==> src/rtl/core/sthit_pkg.sv <==
// Package: types, codes and constants for the shape table hit test block.
`default_nettype none

package sthit_pkg;

  localparam int TABLE_ENTRIES_DEF = 16;
  localparam int TABLE_ENTRIES_MAX = 256;
  // wide enough to compare any index or count against the table depth
  localparam int CMP_W = 9;

  typedef enum logic {
    OP_LOAD  = 1'b0,
    OP_QUERY = 1'b1
  } opcode_e_t;

  typedef enum logic [1:0] {
    SHAPE_EMPTY  = 2'd0,
    SHAPE_RECT   = 2'd1,
    SHAPE_CIRCLE = 2'd2
  } shape_e_t;

  typedef enum logic [1:0] {
    ST_IDLE,
    ST_SCAN,
    ST_DRAIN,
    ST_DONE
  } state_e_t;

  typedef struct packed {
    logic               opcode;
    logic [3:0]         entry_index;
    logic [1:0]         shape_type;
    logic               control_role;
    logic signed [15:0] coord_x;
    logic signed [15:0] coord_y;
    logic [14:0]        rect_length;
    logic [14:0]        rect_width;
    logic [22:0]        circle_radius;
  } in_word_t;

  typedef struct packed {
    logic       hit;
    logic [3:0] hit_index;
    logic       hit_role;
  } out_word_t;

  typedef struct packed {
    logic               role;
    shape_e_t           shape;
    logic signed [15:0] ox;
    logic signed [15:0] oy;
    logic [14:0]        len;
    logic [14:0]        wid;
    logic [22:0]        radius;
  } entry_t;

  typedef struct packed {
    logic       busy;
    logic       hit;
    logic [3:0] idx;
    logic       role;
  } eval_status_t;

endpackage

`default_nettype wire

==> src/rtl/core/sthit_mem.sv <==
// Entry table: one synchronous memory plus per-entry written flags.
`default_nettype none

module sthit_mem #(
  parameter int TABLE_ENTRIES = sthit_pkg::TABLE_ENTRIES_DEF,
  localparam int IDX_W = (TABLE_ENTRIES > 1) ? $clog2(TABLE_ENTRIES) : 1
) (
  input  wire logic                  clk,
  input  wire logic                  rst_n,
  input  wire logic                  wr_en,
  input  wire logic [IDX_W-1:0]      wr_addr,
  input  wire sthit_pkg::entry_t     wr_data,
  input  wire logic                  rd_en,
  input  wire logic [IDX_W-1:0]      rd_addr,
  output logic                       q_vld,
  output logic                       q_written,
  output logic [IDX_W-1:0]           q_addr,
  output sthit_pkg::entry_t          q_data
);

  sthit_pkg::entry_t          entry_mem [TABLE_ENTRIES];
  logic [TABLE_ENTRIES-1:0]   valid_r;
  logic                       q_vld_r;
  logic                       q_written_r;
  logic [IDX_W-1:0]           q_addr_r;
  sthit_pkg::entry_t          q_data_r;

  always_ff @(posedge clk) begin
    if (wr_en) begin
      entry_mem[wr_addr] <= wr_data;
    end
    if (rd_en) begin
      q_data_r <= entry_mem[rd_addr];
      q_addr_r <= rd_addr;
    end
  end

  always_ff @(posedge clk) begin
    if (!rst_n) begin
      valid_r     <= '0;
      q_vld_r     <= 1'b0;
      q_written_r <= 1'b0;
    end else begin
      if (wr_en) begin
        valid_r[wr_addr] <= 1'b1;
      end
      q_vld_r <= rd_en;
      if (rd_en) begin
        q_written_r <= valid_r[rd_addr];
      end
    end
  end

  assign q_vld     = q_vld_r;
  assign q_written = q_written_r;
  assign q_addr    = q_addr_r;
  assign q_data    = q_data_r;

endmodule

`default_nettype wire

==> src/rtl/core/sthit_eval.sv <==
// Containment pipeline: offsets, squares, compare and first-hit capture.
`default_nettype none

module sthit_eval #(
  parameter int TABLE_ENTRIES = sthit_pkg::TABLE_ENTRIES_DEF,
  localparam int IDX_W = (TABLE_ENTRIES > 1) ? $clog2(TABLE_ENTRIES) : 1
) (
  input  wire logic                    clk,
  input  wire logic                    rst_n,
  input  wire logic                    clear,
  input  wire logic signed [15:0]      px,
  input  wire logic signed [15:0]      py,
  input  wire logic                    q_vld,
  input  wire logic                    q_written,
  input  wire logic [IDX_W-1:0]        q_addr,
  input  wire sthit_pkg::entry_t       q_data,
  output sthit_pkg::eval_status_t      status
);

  // stage 1: offsets and rectangle test
  sthit_pkg::shape_e_t       shape_w;
  logic signed [16:0]        dx_w;
  logic signed [16:0]        dy_w;
  logic                      rect_in_w;

  logic                      s1_vld_r;
  logic [IDX_W-1:0]          s1_idx_r;
  logic                      s1_role_r;
  logic                      s1_rect_r;
  logic                      s1_circ_r;
  logic signed [16:0]        s1_dx_r;
  logic signed [16:0]        s1_dy_r;
  logic [22:0]               s1_rad_r;

  // stage 2: squares
  logic signed [33:0]        dx_sq_w;
  logic signed [33:0]        dy_sq_w;
  logic [45:0]               r_sq_w;

  logic                      s2_vld_r;
  logic [IDX_W-1:0]          s2_idx_r;
  logic                      s2_role_r;
  logic                      s2_rect_r;
  logic                      s2_circ_r;
  logic [31:0]               s2_dx2_r;
  logic [31:0]               s2_dy2_r;
  logic [45:0]               s2_r2_r;

  // stage 3: circle compare and capture
  logic [32:0]               d2_w;
  logic                      circ_in_w;
  logic                      hit_w;

  logic                      found_r;
  logic [IDX_W-1:0]          found_idx_r;
  logic                      found_role_r;
  logic [sthit_pkg::CMP_W-1:0] idx_wide_w;

  assign shape_w = q_written ? q_data.shape : sthit_pkg::SHAPE_EMPTY;
  assign dx_w    = {px[15], px} - {q_data.ox[15], q_data.ox};
  assign dy_w    = {py[15], py} - {q_data.oy[15], q_data.oy};
  assign rect_in_w = !dx_w[16] && (dx_w[15:0] <= {1'b0, q_data.len}) &&
                     !dy_w[16] && (dy_w[15:0] <= {1'b0, q_data.wid});

  always_ff @(posedge clk) begin
    s1_idx_r  <= q_addr;
    s1_role_r <= q_data.role;
    s1_rect_r <= (shape_w == sthit_pkg::SHAPE_RECT) && rect_in_w;
    s1_circ_r <= (shape_w == sthit_pkg::SHAPE_CIRCLE);
    s1_dx_r   <= dx_w;
    s1_dy_r   <= dy_w;
    s1_rad_r  <= q_data.radius;
  end

  assign dx_sq_w = 34'(s1_dx_r) * 34'(s1_dx_r);
  assign dy_sq_w = 34'(s1_dy_r) * 34'(s1_dy_r);
  assign r_sq_w  = 46'(s1_rad_r) * 46'(s1_rad_r);

  always_ff @(posedge clk) begin
    s2_idx_r  <= s1_idx_r;
    s2_role_r <= s1_role_r;
    s2_rect_r <= s1_rect_r;
    s2_circ_r <= s1_circ_r;
    s2_dx2_r  <= dx_sq_w[31:0];
    s2_dy2_r  <= dy_sq_w[31:0];
    s2_r2_r   <= r_sq_w;
  end

  // d2 * 2^16 <= r2  is the same as  d2 <= floor(r2 / 2^16)
  assign d2_w      = {1'b0, s2_dx2_r} + {1'b0, s2_dy2_r};
  assign circ_in_w = d2_w <= {3'b000, s2_r2_r[45:16]};
  assign hit_w     = s2_rect_r || (s2_circ_r && circ_in_w);

  always_ff @(posedge clk) begin
    if (s2_vld_r && hit_w && !found_r) begin
      found_idx_r  <= s2_idx_r;
      found_role_r <= s2_role_r;
    end
  end

  always_ff @(posedge clk) begin
    if (!rst_n) begin
      s1_vld_r <= 1'b0;
      s2_vld_r <= 1'b0;
      found_r  <= 1'b0;
    end else begin
      s1_vld_r <= q_vld;
      s2_vld_r <= s1_vld_r;
      if (clear) begin
        found_r <= 1'b0;
      end else if (s2_vld_r && hit_w) begin
        found_r <= 1'b1;
      end
    end
  end

  assign idx_wide_w  = sthit_pkg::CMP_W'(found_idx_r);
  assign status.busy = q_vld || s1_vld_r || s2_vld_r;
  assign status.hit  = found_r;
  assign status.idx  = found_r ? idx_wide_w[3:0] : 4'd0;
  assign status.role = found_r ? found_role_r : 1'b0;

endmodule

`default_nettype wire

==> src/rtl/core/shape_table_hit_test_top.sv <==
// Top level: command port, entry loads, query scan sequencer and result word.
//
//   channel | signals                      | handshake
//   input   | start, busy, in_word         | taken when start && !busy
//   result  | out_strobe, out_word         | one-cycle strobe, no back-pressure
//   config  | cfg_we, cfg_wdata            | written when cfg_we
//
// A load leaves busy low. A query reads one table entry per cycle from the
// highest index in use down, through a three-stage compare pipeline behind the
// memory's registered read, and the next word is taken in the cycle after the
// result strobe. The receiver cannot stall.
// Reset is synchronous, active low, and marks every entry empty at once.
`default_nettype none

module shape_table_hit_test_top #(
  parameter int TABLE_ENTRIES = sthit_pkg::TABLE_ENTRIES_DEF,
  localparam int IDX_W = (TABLE_ENTRIES > 1) ? $clog2(TABLE_ENTRIES) : 1,
  localparam int CNT_W = $clog2(TABLE_ENTRIES + 1)
) (
  input  wire logic                clk,
  input  wire logic                rst_n,
  input  wire logic                start,
  output logic                     busy,
  input  wire sthit_pkg::in_word_t in_word,
  output logic                     out_strobe,
  output sthit_pkg::out_word_t     out_word,
  input  wire logic                cfg_we,
  input  wire logic [4:0]          cfg_wdata
);

  sthit_pkg::state_e_t         state_r;
  sthit_pkg::state_e_t         state_nxt;
  logic [4:0]                  eiu_r;
  logic [CNT_W-1:0]            scan_cnt_r;
  logic [CNT_W-1:0]            scan_cnt_nxt;
  logic signed [15:0]          px_r;
  logic signed [15:0]          py_r;

  logic                        accept_w;
  logic                        query_w;
  logic                        load_w;
  logic [sthit_pkg::CMP_W-1:0] ld_wide_w;
  logic [sthit_pkg::CMP_W-1:0] cnt_wide_w;
  logic [CNT_W-1:0]            dec_w;
  sthit_pkg::entry_t           wr_data_w;

  logic                        rd_en_w;
  logic [IDX_W-1:0]            rd_addr_w;
  logic                        q_vld_w;
  logic                        q_written_w;
  logic [IDX_W-1:0]            q_addr_w;
  sthit_pkg::entry_t           q_data_w;
  sthit_pkg::eval_status_t     status_w;

  assign accept_w = start && !busy;
  assign query_w  = accept_w && (in_word.opcode == sthit_pkg::OP_QUERY);
  assign ld_wide_w = sthit_pkg::CMP_W'(in_word.entry_index);
  assign load_w   = accept_w && (in_word.opcode == sthit_pkg::OP_LOAD) &&
                    (ld_wide_w < sthit_pkg::CMP_W'(TABLE_ENTRIES));

  always_comb begin
    wr_data_w.role   = in_word.control_role;
    wr_data_w.ox     = in_word.coord_x;
    wr_data_w.oy     = in_word.coord_y;
    wr_data_w.len    = in_word.rect_length;
    wr_data_w.wid    = in_word.rect_width;
    wr_data_w.radius = in_word.circle_radius;
    unique case (in_word.shape_type)
      sthit_pkg::SHAPE_RECT:   wr_data_w.shape = sthit_pkg::SHAPE_RECT;
      sthit_pkg::SHAPE_CIRCLE: wr_data_w.shape = sthit_pkg::SHAPE_CIRCLE;
      default:                 wr_data_w.shape = sthit_pkg::SHAPE_EMPTY;
    endcase
  end

  assign cnt_wide_w = (sthit_pkg::CMP_W'(eiu_r) > sthit_pkg::CMP_W'(TABLE_ENTRIES)) ?
                      sthit_pkg::CMP_W'(TABLE_ENTRIES) : sthit_pkg::CMP_W'(eiu_r);
  assign dec_w      = scan_cnt_r - CNT_W'(1);
  assign rd_addr_w  = dec_w[IDX_W-1:0];

  always_comb begin
    state_nxt = state_r;
    unique case (state_r)
      sthit_pkg::ST_IDLE: begin
        if (query_w) state_nxt = sthit_pkg::ST_SCAN;
      end
      sthit_pkg::ST_SCAN: begin
        if (scan_cnt_r <= CNT_W'(1)) state_nxt = sthit_pkg::ST_DRAIN;
      end
      sthit_pkg::ST_DRAIN: begin
        if (!status_w.busy) state_nxt = sthit_pkg::ST_DONE;
      end
      sthit_pkg::ST_DONE: begin
        state_nxt = sthit_pkg::ST_IDLE;
      end
      default: state_nxt = sthit_pkg::ST_IDLE;
    endcase
  end

  always_comb begin
    busy       = 1'b1;
    rd_en_w    = 1'b0;
    out_strobe = 1'b0;
    unique case (state_r)
      sthit_pkg::ST_IDLE:  busy = 1'b0;
      sthit_pkg::ST_SCAN:  rd_en_w = (scan_cnt_r != '0);
      sthit_pkg::ST_DRAIN: busy = 1'b1;
      sthit_pkg::ST_DONE:  out_strobe = 1'b1;
      default:             busy = 1'b1;
    endcase
  end

  always_comb begin
    scan_cnt_nxt = scan_cnt_r;
    if (query_w) begin
      scan_cnt_nxt = cnt_wide_w[CNT_W-1:0];
    end else if (rd_en_w) begin
      scan_cnt_nxt = dec_w;
    end
  end

  always_ff @(posedge clk) begin
    if (!rst_n) begin
      state_r    <= sthit_pkg::ST_IDLE;
      eiu_r      <= 5'd0;
      scan_cnt_r <= '0;
    end else begin
      state_r    <= state_nxt;
      scan_cnt_r <= scan_cnt_nxt;
      if (cfg_we) begin
        eiu_r <= cfg_wdata;
      end
    end
  end

  always_ff @(posedge clk) begin
    if (query_w) begin
      px_r <= in_word.coord_x;
      py_r <= in_word.coord_y;
    end
  end

  sthit_mem #(
    .TABLE_ENTRIES(TABLE_ENTRIES)
  ) u_mem (
    .clk       (clk),
    .rst_n     (rst_n),
    .wr_en     (load_w),
    .wr_addr   (ld_wide_w[IDX_W-1:0]),
    .wr_data   (wr_data_w),
    .rd_en     (rd_en_w),
    .rd_addr   (rd_addr_w),
    .q_vld     (q_vld_w),
    .q_written (q_written_w),
    .q_addr    (q_addr_w),
    .q_data    (q_data_w)
  );

  sthit_eval #(
    .TABLE_ENTRIES(TABLE_ENTRIES)
  ) u_eval (
    .clk       (clk),
    .rst_n     (rst_n),
    .clear     (query_w),
    .px        (px_r),
    .py        (py_r),
    .q_vld     (q_vld_w),
    .q_written (q_written_w),
    .q_addr    (q_addr_w),
    .q_data    (q_data_w),
    .status    (status_w)
  );

  assign out_word.hit       = status_w.hit;
  assign out_word.hit_index = status_w.idx;
  assign out_word.hit_role  = status_w.role;

endmodule

`default_nettype wire

==> config.mk <==
export PLATFORM = sky130hd
export DESIGN_NAME = shape_table_hit_test_top
export DESIGN_NICKNAME = d
export VERILOG_FILES = /design/src/rtl/core/sthit_pkg.sv /design/src/rtl/core/sthit_mem.sv /design/src/rtl/core/sthit_eval.sv /design/src/rtl/core/shape_table_hit_test_top.sv
export SDC_FILE = /design/constraint.sdc
export NUM_CORES = 2
export LEC_CHECK = 0
export ABC_CLOCK_PERIOD_IN_PS = 8400
export BUFFER_PORTS_ARGS = -buffer_cell sky130_fd_sc_hd__buf_4
export CELL_PAD_IN_SITES_DETAIL_PLACEMENT = 1
export CELL_PAD_IN_SITES_GLOBAL_PLACEMENT = 1
export CORE_ASPECT_RATIO = 0.75
export CORE_MARGIN = 8
export CORE_UTILIZATION = 31
export DETAILED_ROUTE_END_ITERATION = 6
export MAX_ROUTING_LAYER = met4
export PLACE_DENSITY = 0.58
export SLEW_MARGIN = 20
export SYNTH_ARGS = -nofsm -noshare
export SYNTH_HDL_FRONTEND = slang
export SYNTH_SLANG_ARGS = --single-unit
==> constraint.sdc <==
create_clock -name clk -period 8.4 [get_ports clk]
set_clock_uncertainty 0.15 [all_clocks]
set_input_delay 0.84 -clock clk [delete_from_list [all_inputs] [get_ports clk]]
set_output_delay 0.84 -clock clk [all_outputs]
set_load 0.01 [all_outputs]
-- After elaboration in Yosys (flattened, before gate mapping)
Memories as Yosys holds them, arrays and structs flattened. A register that Yosys moved wholly into a read port is not among the register bits.
Cells that the tools add are included.
Widths: inputs -> output; s select.
- flip-flop bits (word level): 255
- memory bits (writable): 1408
- input port bits: 102
- output and inout port bits: 8
- word-level logic and storage cells: 101
- memories kept: 1
- memory list (memory ; words ; width ; rd ports ; clocked after Yosys merged registers in ; write ports ; line ; source):
    u_mem.entry_mem ; 16 ; 88 ; 1 ; 1 ; 1 ; sthit_mem.sv:21 ; sthit_pkg::entry_t entry_mem [TABLE_ENTRIES];
- add/subtract/negate cells: 4
- multiply operators: 3
- order comparisons: 9
- equality and inequality tests: 10
- muxes and demuxes: 20
- bitwise operators: 3
- reduce and logical (&&, ||, !) cells: 23
- operator list (kind ; count):
    $mul 17x17->32 ; 2
    $mul 23x23->46 ; 1
    $sub 16x16->17 ; 2
    $add 32x32->33 ; 1
    $le 33x30->1 ; 1
    $le 16x15->1 ; 2
    $or 16x16->16 ; 1
    $lt 4x5->1 const B ; 3
    $mux 5 ; 3
    $logic_and 1x1->1 ; 12
    $eq 2x2->1 const B ; 4
    $mux 1 ; 8
    $mux 2 ; 4
    $pmux 2 s4 ; 1
    $eq 2x1->1 const B ; 3
    $ne 2x2->1 const B ; 3
    $gt 5x5->1 const B ; 1
    $le 5x1->1 const B ; 1
    $reduce_bool 5->1 ; 1
    $sub 5x1->5 const B ; 1
    $bmux 1 s4 ; 1
    $demux 1 s4 ; 1
    $ge 4x1->1 const B ; 1
    $mux 4 ; 1
    other kinds (8) ; 13

-- Depth between registers and ports, before layout
- word-level depth: 6
- mapped depth: 29
- gate-level depth less buffers: 27

-- Modules after synthesis
Synthesis repeated with hierarchy kept, for this count alone.
- cell total of the unflattened synthesis: 6508
- area total of the unflattened synthesis: 98724.7 µm²
- modules (own cells, without submodules) (module ; times used ; cells an instance ; area an instance (µm²) ; sequential area each (µm²)):
    sthit_mem ; 1 ; 2116 ; 56352.8 ; 45403.5
    sthit_eval ; 1 ; 4280 ; 40696.5 ; 3473.3
    shape_table_hit_test_top ; 1 ; 112 ; 1675.4 ; 1201.2

-- Least setup slack after synthesis
Ideal clock, no wire load.
- path kind: input to register
- start: in start
- end: mem u_mem.entry_mem[0][0] (netlist name), enable pin
- arrival time: 7.218 ns
- setup slack: 0.386 ns
- stages on the path: 4
- buffers on the path: 0
- path through: nand2_1 nor3_1 nand2b_1 nor3_1
- longest elaborated chain between the ends: 5
- RTL lines (what ; line ; source):
    start: declaration ; shape_table_hit_test_top.sv:22 ; input wire logic start,
    $logic_and 1x1->1 ; shape_table_hit_test_top.sv:55 ; assign accept_w = start && !busy;
    $logic_and 1x1->1 (2 in a row) ; shape_table_hit_test_top.sv:58 ; assign load_w = accept_w && (in_word.opcode == sthit_pkg::OP_LOAD) &&
    $mux 1 ; sthit_mem.sv:29 ; if (wr_en) begin
    $mux 1 (implied by the code) ; sthit_mem.sv:30 ; entry_mem[wr_addr] <= wr_data;
    end: declaration ; sthit_mem.sv:21 ;
No other way between the ends.

-- Worst setup path after layout
- start: reg u_eval.s1_rad_r[21]
- end: reg u_eval.s2_r2_r[44]
- longest elaborated chain between the ends: 1
- RTL lines (what ; line ; source):
    start: declaration ; sthit_eval.sv:33 ; logic [22:0] s1_rad_r;
    start signal: assignment ; sthit_eval.sv:72 ; s1_rad_r <= q_data.radius;
    $mul 23x23->46 ; sthit_eval.sv:77 ; assign r_sq_w = 46'(s1_rad_r) * 46'(s1_rad_r);
    named net u_eval.r_sq_w[44] ; sthit_eval.sv:38 ; logic [45:0] r_sq_w;
    end signal: assignment ; sthit_eval.sv:86 ; s2_r2_r <= r_sq_w;
    end: declaration ; sthit_eval.sv:47 ; logic [45:0] s2_r2_r;
The timed path passes the listed nets, and every way through them passes these cells.
A chain may end at the register's enable or synchronous reset.

==> summary.txt <==
Worst setup path
  – Critical Path RT: 8.94 ns
  – CP startpoint kind: flip-flop
  – Crit path DAT: 8.46 ns
  – Crit Path Category: flip-flop to flip-flop
  – Crit end category: flip-flop
  – Crit-path max FO: 16
  – R2r setup slk: 0.49 ns

Yosys
  – Asr flop ratio synth: 0
  – Post-synth EDFFs: 1537
  – Syn Inst Count: 6519
  – Seq/Total Area, Yosys: 0.5087
  – YS warnings: 0
  – Syn Std Cell Area: 98440 sq um
  – Unique masters post-synth: 78
  – Syn avg cell area: 15.10 sq um
  – Dominant synthesized flop cell: edfxtp_1
  – Top-area cell type share of the netlist area: 0.4689
  – Post-Syn Nets: 7988
  – Top post-synthesis cells by area: edfxtp_1 47%, fa_1 18%, mux4_2 10%
  – Cell taking the most area after synthesis: edfxtp_1
  – FF+latch count, synth: 1733
  – Top-count cell post-synth: edfxtp_1
  – Post-synth top cells: 1537 x edfxtp_1, 1214 x inv_1, 902 x fa_1, 465 x ha_1, 445 x mux4_2

STA
  – Unrepaired setup endpoints after global routing: false
  – Worst Tran Pin Value: 1.238 ns
  – Final WS setup: 0.4877 ns
  – Fin. Hold Viols: 0
  – Slew Viols, Final: 0
  – Final Cycle Share: 0.9419
  – Final setup vio count: 0
  – Min cycle time layout: 7.912 ns
  – Slew headroom: 0.1747
  – Setup TNS: 0 ns
  – Fin Hold WS: 0.1355 ns
  – FMAX: 126.4 MHz

CTS
  – Num CTS Buffers: 186
  – H-tree levels: 4
  – Clock buffer depth: 4
  – CTS tree: done
  – Clock sinks: 1733
  – Clk slew on worst S/H paths: 0.06 ns
  – CTS root buffer: clkbuf_16
  – Clock Latency Late Sink: 0.85 ns

Global routing
  – Gr ovfl total: 0
  – GRT Overall Usage: 0.1566
  – Largest net degree at the start of global routing: 126
  – Initial antenna violation count: 27
  – Vias in the first global route: 58290
  – Global-route wire length before repair: 386200 um

Route
  – # DRC: 0
  – First-pass DRT Iterations: 5
  – DR iter-0 viols: 3467
  – Drt total wl: 255700 um
  – Vias: 52130
  – Post-route ant nets: 0
  – WL per Instance: 22.96 um
  – Post-DR vias/cell: 4.681

Die
  – Die W: 666.7 um
  – Std cell rows: 179
  – Chip height: 504.0 um
  – Num ports: 110
  – Core ar.: 316500 sq um
  – Die ar.: 336000 sq um
  – Starting Density: 0.3111

Placed design
  – GP Congestion: 0.8069
  – DP Area: 105100 sq um
  – DP HPWL: 166700 um
  – Port bufs: 109
  – Pre-CTS setup slack: 0.5485 ns

Job
  – Max Cap Viol: 0

Final layout
  – Final Cell Area: 110900 sq um
  – FF/Latch Area: 50080 sq um
  – Filler cells: 32700
  – Layout Nets: 8195
  – Area occupied by multi-input gates: 43230 sq um
  – Share of post-route cells with drive strength above 1: 0.1412
  – Area growth, synth to finish: 12.62%

Hold path
  – Hold Path Class: input pin to flip-flop

Outcome
  – Status: completed
## critical path, stage by stage, from the launching register on
cell and delay, ns:
dfxtp_1 0.79, buf_4 0.37, nand2_1 0.12, fa_1 0.61
fa_1 0.48, fa_1 0.51, inv_1 0.05, fa_1 0.50
fa_1 0.44, fa_1 0.52, fa_1 0.43, ha_1 0.33
and2_1 0.23, a221oi_1 0.40, o21ai_0 0.23, a22oi_1 0.24
a21oi_1 0.16, buf_4 0.18, o21ai_1 0.24, a31oi_1 0.22
a21o_1 0.25, a21oi_1 0.19, xnor2_1 0.14
## final cells by class
| class | instances | share of cell area |
|---|---|---|
| diodes | 20 | 0.0004515 |
| clock buffers | 236 | 0.04462 |
| well taps | 4253 | 0.04800 |
| inverters | 1219 | 0.04127 |
| clock inverters | 89 | 0.007201 |
| flip-flops and latches | 1733 | 0.4518 |
| multi-input cells | 3376 | 0.3900 |
| repair buffers | 210 | 0.01670 |
## registers in the layout (all words and copies together) (netlist names), 16 cells and up
| name | count |
|---|---|
| u_mem.entry_mem | 1408 |
| u_eval.s1_dx_r | 17 |
| py_r | 16 |
| u_eval.s2_r2_r | 30 |
| px_r | 16 |
| u_eval.s2_dx2_r | 31 |
| u_mem.q_data | 88 |
| u_eval.s1_dy_r | 17 |
| u_eval.s1_rad_r | 23 |
| u_mem.valid_r | 16 |
| u_eval.s2_dy2_r | 31 |
## timing repair
action                                  4_1_cts  5_1_grt
gates resized for setup                       0        1
setup buffers                                 0        0
hold buffers                                  0        0
endpoints found under the setup margin        0        1
## per-stage QoR
step / cells / util
2_1_floorplan: 6519 / -
3_3_place_gp: 10790 / 0.3320
3_5_place_dp: 10790 / 0.3320
4_1_cts: 11120 / 0.3501
5_1_grt: 11130 / 0.3503
6_report: 11140 / 0.3503
## logic make-up (layout without fill, tap and decap cells)
family | after synthesis | in the layout | share of synthesized area
buf+inv | 1410 | 1754 | 0.05387
flops | 1733 | 1733 | 0.5087
mux | 456 | 456 | 0.1030
simple gates | 966 | 966 | 0.04831
compound gates | 418 | 418 | 0.02855
other cells | 0 | 20 | 0
fa+ha+maj | 1367 | 1367 | 0.2425
xor+xnor | 169 | 169 | 0.01504
## per-layer routing
metal,track usage,part of all wire
met1,0.2212,0.48
met5,-,0
met2,0.2394,0.46
met4,0.03055,0.019
met3,0.02668,0.048
## worst paths after layout
| check | startpoint | to | depth (start not counted) |
|---|---|---|---|
| worst max-delay path | u_eval.s1_rad_r[21] | u_eval.s2_r2_r[44] | 22 |
| worst min-delay path | in_word[50] | u_mem.entry_mem[9][50] | 1 |
| worst max register to register | u_eval.s1_rad_r[21] | u_eval.s2_r2_r[44] | 22 |
| worst min register to register | u_eval.s1_idx_r[2] | u_eval.s2_idx_r[2] | 0 |
## placed cells by master (no fill, tap or decap), drive strengths merged, types with 196 or more instances in the layout
cell / synthesis / routed
ha: 465 / 465
inv: 1214 / 1220
mux4: 445 / 445
dfxtp: 196 / 196
buf: 32 / 210
edfxtp: 1537 / 1537
nand2: 322 / 322
clkbuf: 159 / 236
and2: 235 / 235
fa: 902 / 902
Power is not shown: default switching activity piles up to over one toggle a cycle in this logic, so the estimate is an artifact.
